$ cat src/rtl/fom_pkg.sv
// Shared constants, types and helpers of the FIFO order matcher.
`default_nettype none
package fom_pkg;

  localparam int NUM_STOCKS  = 256;
  localparam int QUEUE_DEPTH = 32;

  localparam int STOCK_W = 8;
  localparam int QTY_W   = 32;
  localparam int ID_W    = 32;
  localparam int TOT_W   = 37;
  localparam int SA_W    = (NUM_STOCKS > 1) ? $clog2(NUM_STOCKS) : 1;
  localparam int HD_W    = (QUEUE_DEPTH > 1) ? $clog2(QUEUE_DEPTH) : 1;
  localparam int CNT_W   = $clog2(QUEUE_DEPTH + 1);
  localparam int SLOT_W  = (NUM_STOCKS * QUEUE_DEPTH > 1) ?
                           $clog2(NUM_STOCKS * QUEUE_DEPTH) : 1;

  localparam logic KIND_RECORD  = 1'b0;
  localparam logic KIND_SUMMARY = 1'b1;

  // One accepted order together with its range check.
  typedef struct packed {
    logic [STOCK_W-1:0] stock_id;
    logic               side;
    logic [QTY_W-1:0]   qty;
    logic [ID_W-1:0]    order_id;
    logic               bad_stock;
  } cmd_t;

  // One result item.
  typedef struct packed {
    logic               kind;
    logic [ID_W-1:0]    fill_order_id;
    logic [STOCK_W-1:0] fill_stock;
    logic               fill_side;
    logic [QTY_W-1:0]   fill_qty;
    logic [QTY_W-1:0]   rest_left;
    logic               rejected;
    logic               last;
  } res_t;

  // Per-stock book header.
  typedef struct packed {
    logic              side;
    logic [TOT_W-1:0]  total;
    logic [HD_W-1:0]   head;
    logic [CNT_W-1:0]  count;
  } book_t;

  // One resting order.
  typedef struct packed {
    logic [ID_W-1:0]  order_id;
    logic [QTY_W-1:0] orig_qty;
    logic [QTY_W-1:0] remaining;
  } entry_t;

  // Flat slot address of queue position pos of stock s.
  function automatic logic [SLOT_W-1:0] slot_of(input logic [SA_W-1:0] s,
                                                input logic [HD_W-1:0] pos);
    int unsigned a;
    a = int'(s) * QUEUE_DEPTH + int'(pos);
    return a[SLOT_W-1:0];
  endfunction

  // Next queue position, wrapping at the queue depth.
  function automatic logic [HD_W-1:0] pos_inc(input logic [HD_W-1:0] p);
    logic [HD_W-1:0] r;
    if (int'(p) == QUEUE_DEPTH - 1) r = '0;
    else r = p + HD_W'(1);
    return r;
  endfunction

endpackage
`default_nettype wire

$ cat src/rtl/fom_if.sv
// Handshake interfaces for the order and result channels.
`default_nettype none
interface fom_in_if;
  logic                         valid;
  logic                         ready;
  logic [fom_pkg::STOCK_W-1:0]  stock_id;
  logic                         side;
  logic [fom_pkg::QTY_W-1:0]    qty;
  logic [fom_pkg::ID_W-1:0]     order_id;
  modport source (output valid, stock_id, side, qty, order_id, input ready);
  modport sink   (input valid, stock_id, side, qty, order_id, output ready);
endinterface

`default_nettype wire

$ cat src/rtl/fom_front.sv
// Front end: accepts orders, checks the stock range and queues them.
`default_nettype none
module fom_front (
  input  wire            clk,
  input  wire            rst_n,
  fom_in_if.sink         in_chan,
  output logic           cmd_valid,
  input  wire            cmd_ready,
  output fom_pkg::cmd_t  cmd
);

  fom_pkg::cmd_t q_r [2];
  logic       wp_r, wp_nxt, rp_r, rp_nxt;
  logic [1:0] cnt_r, cnt_nxt;
  logic       push, pop;
  fom_pkg::cmd_t in_cmd;

  always_comb begin
    in_cmd.stock_id  = in_chan.stock_id;
    in_cmd.side      = in_chan.side;
    in_cmd.qty       = in_chan.qty;
    in_cmd.order_id  = in_chan.order_id;
    in_cmd.bad_stock = (32'(in_chan.stock_id) >= 32'(fom_pkg::NUM_STOCKS));
  end

  assign in_chan.ready = (cnt_r != 2'd2);
  assign cmd_valid     = (cnt_r != 2'd0);
  assign cmd           = q_r[rp_r];
  assign push          = in_chan.valid & in_chan.ready;
  assign pop           = cmd_valid & cmd_ready;

  always_comb begin
    wp_nxt  = push ? ~wp_r : wp_r;
    rp_nxt  = pop ? ~rp_r : rp_r;
    cnt_nxt = cnt_r + {1'b0, push} - {1'b0, pop};
  end

  always_ff @(posedge clk) begin
    if (!rst_n) begin
      wp_r  <= 1'b0;
      rp_r  <= 1'b0;
      cnt_r <= 2'd0;
    end else begin
      wp_r  <= wp_nxt;
      rp_r  <= rp_nxt;
      cnt_r <= cnt_nxt;
    end
  end

  always_ff @(posedge clk) begin
    if (push) q_r[wp_r] <= in_cmd;
  end

endmodule
`default_nettype wire

$ cat src/flat_wrapper.sv
// flat-port wrapper written by rule: the top's interface ports become plain ports
module fom_front_flat 
  (clk, rst_n, cmd_valid, cmd_ready, cmd, in_chan_valid, in_chan_stock_id, in_chan_side, in_chan_qty, in_chan_order_id, in_chan_ready);
  fom_in_if in_chan_i ();
  input  wire clk;
  input  wire rst_n;
  output logic cmd_valid;
  input  wire cmd_ready;
  output fom_pkg::cmd_t cmd;
  input wire logic [$bits(in_chan_i.valid)-1:0] in_chan_valid;
  input wire logic [$bits(in_chan_i.stock_id)-1:0] in_chan_stock_id;
  input wire logic [$bits(in_chan_i.side)-1:0] in_chan_side;
  input wire logic [$bits(in_chan_i.qty)-1:0] in_chan_qty;
  input wire logic [$bits(in_chan_i.order_id)-1:0] in_chan_order_id;
  output wire logic [$bits(in_chan_i.ready)-1:0] in_chan_ready;
  assign in_chan_i.valid = in_chan_valid;
  assign in_chan_i.stock_id = in_chan_stock_id;
  assign in_chan_i.side = in_chan_side;
  assign in_chan_i.qty = in_chan_qty;
  assign in_chan_i.order_id = in_chan_order_id;
  assign in_chan_ready = in_chan_i.ready;
  fom_front u_core (.clk(clk), .rst_n(rst_n), .in_chan(in_chan_i), .cmd_valid(cmd_valid), .cmd_ready(cmd_ready), .cmd(cmd));
endmodule
$ cat config.mk
export PLATFORM = sky130hd
export DESIGN_NAME = fom_front_flat
export DESIGN_NICKNAME = d
export VERILOG_FILES = /design/src/rtl/fom_pkg.sv /design/src/rtl/fom_if.sv /design/src/rtl/fom_front.sv /design/src/flat_wrapper.sv
export SDC_FILE = /design/constraint.sdc
export NUM_CORES = 1
export LEC_CHECK = 0
export BUFFER_PORTS_ARGS = -buffer_cell sky130_fd_sc_hd__buf_2
export CAP_MARGIN = 15
export CORE_MARGIN = 5
export CORE_UTILIZATION = 35
export CTS_BUF_LIST = sky130_fd_sc_hd__clkbuf_8
export DETAILED_ROUTE_END_ITERATION = 7
export PLACE_DENSITY = 0.56
export SYNTH_ARGS = -nofsm -noshare
export SYNTH_HDL_FRONTEND = slang
export SYNTH_SLANG_ARGS = --single-unit
$ cat constraint.sdc
create_clock -name clk -period 5.3 [get_ports clk]
set_clock_uncertainty 0.05 [all_clocks]
set_input_delay 0.265 -clock clk [delete_from_list [all_inputs] [get_ports clk]]
set_output_delay 0.265 -clock clk [all_outputs]
set_load 0.03 [all_outputs]
==> results.toml, run 1 <==
[outcome]
result_of_the_run = "completed"

[layout]
finalNetCount = 571
layout.area.seq_sq_mm = 0.004488
area_delta_synth_final_pct = 34.78
antennaDiodeCount = 0
filler_cell_count = 1403
multi_input_area_sq_mm = 0.001229
drive_gt1_frac = 0.5168

[cts]
tritoncts.num_buffers = 17
tritoncts = "built"
cts_htree_levels = 4
clock_sinks = 151
cts_repair_resize_count = 0
ctsLongestPathBuffers = 2
cell_at_the_root_of_the_clock_tree = "sky130_fd_sc_hd__clkbuf_8"
cts.clk_slew.worst_paths_ns = 0.07
worstSkewPairLatency_ns = 0.43

[setup_path]
path_delay_family = "buffers and inverters"
worstPathMaxFanout = 38
critical_path.cell_chain = "buf_4, mux2_2, buf_2"
worst-path-buf-inv = 2
crit_path_end_kind = "primary output"
worst_ep_arrival_time_ns = 2.57
worstPathRequired_ns = 4.99
worst_setup_path_start_kind = "flip-flop"
criticalPathCategory = "flip-flop to primary output"
crit_slowest_cell = "sky130_fd_sc_hd__dfxtp_4"
crit_path_max_incr_delay_ns = 0.79

[global_routing]
grt-ovfl-total = 0
antenna_found_initial = 0
globalRouteTotalUtil = 0.1136
grt_pass1_vias = 3423
pin_count_of_the_biggest_net_entering_global_routing = 74
grt_first_pass_wirelength_mm = 17.28

[logic_synthesis]
synth_area_per_cell_sq_um = 22.93
postSynthCellCount = 256
synthTopCellsByArea = "sky130_fd_sc_hd__edfxtp_1, sky130_fd_sc_hd__mux2_4, sky130_fd_sc_hd__buf_12"
most_frequent_cell_after_synthesis = "sky130_fd_sc_hd__edfxtp_1"
synth_flop_cell = "sky130_fd_sc_hd__edfxtp_1"
synth.top_cell.area_share = 0.7468
yosysWarningCount = 0
synth.distinct_cells = 23
mappedNetlistNets = 335
synth_enable_flop_cells = 146
syn-cell-area_sq_mm = 0.005871
yosysTopAreaCell = "sky130_fd_sc_hd__edfxtp_1"
synth-async-reset-ratio = 0
synth-seq-area-share = 0.7639
ys_ff_latch = 151
synthTopCellsByCount = "sky130_fd_sc_hd__edfxtp_1, sky130_fd_sc_hd__mux2_4, sky130_fd_sc_hd__buf_12"

[route]
postRouteWirelength_mm = 10.96
drt_pre_antenna_iters = 4
drt-vias-per-instance = 4.206
route.vias.total = 3049
drt.antenna.violating_nets = 0
wire_per_inst_microns = 15.12
drt_iter0_drc = 169
detail_route.drc_violations = 0

[floorplanning]
placement_rows = 47
core_region_area_sq_mm = 0.01652
die_area_sq_mm = 0.01946
ioPinCount = 153
die_width_microns = 139.5
starting_density = 0.3553
dieHeight_microns = 139.5

[timing]
fin_crit_sh = 0.5448
max_slew_margin = 0.2735
finalHoldViolCount = 0
setup-violations-final = 0
rsz_0062_raised_after_global_routing = "no"
achievable-frequency_ghz = 0.3463
finalWorstPathRequiredPeriod_ns = 2.887
whs_ns = 0.04589
setup_total_negative_slack_ns = 0
worst-slew-pin-transition_ns = 1.087
timing.final.max_slew_violations = 0

[job]
drv_cap = 0

[worst_hold_path]
holdCritPathClass = "input port to flip-flop"

[power_and_ir_drop]
vdd_ir_drop_max_uv = 253.1
cellLeakagePower_nw = 3.104
powerDensity_mw_per_mm2 = 472.5

[place]
dp_hpwl_mm = 6.825
buffer_ports.inserted = 151
gp_routability_congestion = 0.6885
==> registers in the layout, summed over array words and instances, names as in the netlist, named ones only <==
name          cells
u_core.cnt_r      2
u_core.q_r      146
u_core.rp_r       1
u_core.wp_r       1
==> logic make-up (layout without fill, tap and decap cells) <==
kind of cell             Yosys count  count (layout)  synth area share
other                              1               1         0.0006388
buffers and inverters             12             261           0.02898
flip-flops                       151             151            0.7639
AND/OR/NAND/NOR                   13              13           0.01236
XOR/XNOR                           2               2          0.002984
multiplexers                      73              73            0.1848
AO/OA/AOI/OAI                      2               2          0.002131
adder cells (fa/ha/maj)            2               2          0.004262
==> power by group <==
group          total, W  switching (W)  internal [W]
clock          0.000890       0.000418      0.000473
combinational   0.00124       0.000718      0.000521
sequential      0.00161      0.0000954       0.00151
total           0.00374        0.00123       0.00251
==> through the flow <==
stage	instances	instance area, sq um	util	total power, W	setup WS (ns)
final	725	7913	0.4788	0.003739	2.413
after global routing	725	7913	0.4788	0.003917	2.258
after CTS	725	7913	0.4788	0.003800	2.335
after detailed placement	620	6774	0.4099	0.002859	2.567
after global placement	620	6774	0.4099	0.002846	2.623
after floorplan	256	5871	-	0.002629	0.5943
==> routing by layer <==
metal / GRT usage / vias up / wire, microns
met3: 0.04700 / 10 / 737
met4: 0.03553 / 0 / 119
met1: 0.1295 / 1468 / 4543
met5: 0 / - / 0
li1: - / 1473 / -
met2: 0.1949 / 98 / 5564
==> placed cells by master (no fill, tap or decap), types with 2 or more instances in the layout <==
cell,Yosys,routed
sky130_fd_sc_hd__clkbuf_8,0,18
sky130_fd_sc_hd__buf_4,1,2
sky130_fd_sc_hd__clkinv_2,0,4
sky130_fd_sc_hd__edfxtp_1,146,146
sky130_fd_sc_hd__inv_1,3,4
sky130_fd_sc_hd__and2_1,3,3
sky130_fd_sc_hd__dlygate4sd3_1,0,73
sky130_fd_sc_hd__ha_1,2,2
sky130_fd_sc_hd__nor2_1,3,3
sky130_fd_sc_hd__clkinvlp_4,0,5
sky130_fd_sc_hd__mux2_4,70,70
sky130_fd_sc_hd__bufinv_16,0,3
sky130_fd_sc_hd__buf_2,0,151
sky130_fd_sc_hd__mux2_2,3,3
sky130_fd_sc_hd__dfxtp_1,5,4
==> path summary, 6_finish.rpt <==
kind                         from                 to  slack, ns  depth (start not counted)
setup / recovery        flip-flop             cmd[1]       2.41                          3
setup reg to reg  u_core.cnt_r[0]  u_core.q_r[0][38]       2.63                          4
hold reg to reg       u_core.rp_r        u_core.rp_r       0.48                          2
hold / removal              rst_n    u_core.cnt_r[0]       0.05                          2
==> timing repair <==
item / 4_1_cts / 5_1_grt
hold endpoints to repair: 146 / 0
hold buffers: 73 / 0
setup buffers: 0 / 0
==> layout make-up <==
class                   count  area share
flip-flops and latches    151      0.5672
multi-input cells          93      0.1553
inverters                   3    0.001423
clock buffers              18     0.03131
repair buffers            226      0.1898
well taps                 220     0.03479
clock inverters            14     0.02024
No activity file was read; power rests on OpenSTA's default activity.
==> run 2: changes to the inputs <==
==> constraint.sdc (replaced) <==
create_clock -name clk -period 2.7 [get_ports clk]
set_clock_uncertainty 0.05 [all_clocks]
set_input_delay 0.135 -clock clk [delete_from_list [all_inputs] [get_ports clk]]
set_output_delay 0.135 -clock clk [all_outputs]
set_load 0.03 [all_outputs]
==> results.toml, run 2 (same netlist as run 1, synthesis figures left out) <==
[timing]
finalHoldViolCount = 0
fin_crit_sh = 0.7655
rsz_0062_raised_after_global_routing = "no"
worst-slew-pin-transition_ns = 0.6314
setup_total_negative_slack_ns = 0
achievable-frequency_ghz = 0.4839
max_slew_margin = 0.5791
finalWorstPathRequiredPeriod_ns = 2.067
timing.final.max_slew_violations = 0
setup-violations-final = 0

[cts]
cts.clk_slew.worst_paths_ns = 0.07
ctsHoldBuffers = 75
worstSkewPairLatency_ns = 0.44
clock_sinks = 151
ctsLongestPathBuffers = 2
cts_htree_levels = 4
cell_at_the_root_of_the_clock_tree = "sky130_fd_sc_hd__clkbuf_8"
cts_repair_resize_count = 0
tritoncts = "built"
tritoncts.num_buffers = 17
cts_setup_buffers = 0

[route]
detail_route.drc_violations = 0
route.vias.total = 3084
drt_pre_antenna_iters = 4
drt-vias-per-instance = 4.219
drt_iter0_drc = 128
drt.antenna.violating_nets = 0
wire_per_inst_microns = 15.17
postRouteWirelength_mm = 11.09

[setup_path]
path_delay_family = "buffers and inverters"
criticalPathCategory = "flip-flop to primary output"
crit_slowest_cell = "sky130_fd_sc_hd__buf_4"
worst_ep_arrival_time_ns = 1.88
crit_path_end_kind = "primary output"
worst-path-buf-inv = 2
worst_setup_path_start_kind = "flip-flop"
crit_path_max_incr_delay_ns = 0.49
critical_path.cell_chain = "buf_4, mux2_2, buf_2"
worstPathRequired_ns = 2.52
worstPathMaxFanout = 31

[place]
buffer_ports.inserted = 151
gp_routability_congestion = 0.6810
dp_hpwl_mm = 6.935

[global_routing]
grt_first_pass_wirelength_mm = 17.61
grt-ovfl-total = 0
grt_pass1_vias = 3465
pin_count_of_the_biggest_net_entering_global_routing = 45
globalRouteTotalUtil = 0.1168
antenna_found_initial = 0

[layout]
leading_registers_by_flop_count = "u_core.q_r x146, u_core.cnt_r x2"
drive_gt1_frac = 0.5157
largest-register = "u_core.q_r"
finalNetCount = 576
area_delta_synth_final_pct = 35.61
layout.cells.most_common = "sky130_fd_sc_hd__buf_2"
largest_register_ff_count = 146
final_core_util = 0.4818
most-common-layout-cells = "sky130_fd_sc_hd__buf_2, sky130_fd_sc_hd__edfxtp_1, sky130_fd_sc_hd__dlygate4sd3_1, sky130_fd_sc_hd__mux2_4, sky130_fd_sc_hd__clkbuf_8"

[floorplanning]
dieHeight_microns = 139.5
die_width_microns = 139.5
die_area_sq_mm = 0.01946
placement_rows = 47
core_region_area_sq_mm = 0.01652
ioPinCount = 153
starting_density = 0.3553

[outcome]
result_of_the_run = "completed"

[power_and_ir_drop]
cellLeakagePower_nw = 3.113
vdd_ir_drop_max_uv = 444.2
powerDensity_mw_per_mm2 = 915.0

[job]
drv_cap = 0

[worst_hold_path]
holdCritPathClass = "input port to flip-flop"
==> run 2: cell count changes in the layout (fill, tap and decap cells not counted), moves of 2 or more <==
cell,before,now
sky130_fd_sc_hd__buf_12,0,2
sky130_fd_sc_hd__clkinv_1,0,2
sky130_fd_sc_hd__clkinv_2,4,1
sky130_fd_sc_hd__dlygate4sd3_1,73,75
sky130_fd_sc_hd__inv_6,0,3
==> run 2: cell type report <==
class / count / area [sq um]
Fill cell: 1414 / 8563
Sequential cell: 151 / 4488
Timing Repair Buffer: 231 / 1569
Multi-Input combinational cell: 93 / 1229
Tap cell: 220 / 275.3
Clock buffer: 17 / 234.0
Clock inverter: 15 / 152.6
Inverter: 3 / 11.26
Antenna cell: 1 / 2.502
==> run 2: worst reg2reg max path, stage by stage, from the launching register on <==
cell and delay, ns:
sky130_fd_sc_hd__dfxtp_1 0.36, sky130_fd_sc_hd__nand2b_1 0.19, sky130_fd_sc_hd__and2_1 0.20, sky130_fd_sc_hd__nor2b_4 0.16, sky130_fd_sc_hd__buf_4 0.52
==> run 2: worst paths after layout <==
path / start / to / slack, ns / cells after the start
hold reg to reg: u_core.rp_r / flip-flop / 0.47 / 2
hold / removal: cmd_ready / flip-flop / 0.09 / 4
setup / recovery: flip-flop / cmd[2] / 0.63 / 3
setup reg to reg: u_core.cnt_r[0] / u_core.q_r[0][50] / 0.83 / 4
==> run 2: power by group <==
group	switching (W)	internal [W]	leakage [nW]
Combinational	0.00152	0.00106	1.53
Sequential	0.0000898	0.00297	1.40
Clock	0.000831	0.000819	0.176
Total	0.00244	0.00484	3.11
==> run 2: layer usage <==
layer,part of all wire,up-vias,GRT usage
met5,0,-,0
met4,0.018,0,0.04634
met3,0.075,14,0.04906
met2,0.51,99,0.2015
li1,-,1485,-
met1,0.39,1486,0.1274
==> run 2: metrics by stage <==
stage	total power, W	hold WS (ns)	worst slack, ns	instance area (sq um)	cells
global route	0.007628	0.07071	0.5090	7959	730
CTS	0.007413	0.05018	0.5625	7959	730
global placement	0.005619	0.2731	0.9002	6822	623
floorplan	0.005141	0.1839	0.2019	5879	256
finish	0.007285	0.08639	0.6333	7961	731
detailed placement	0.005653	0.2757	0.8397	6822	623
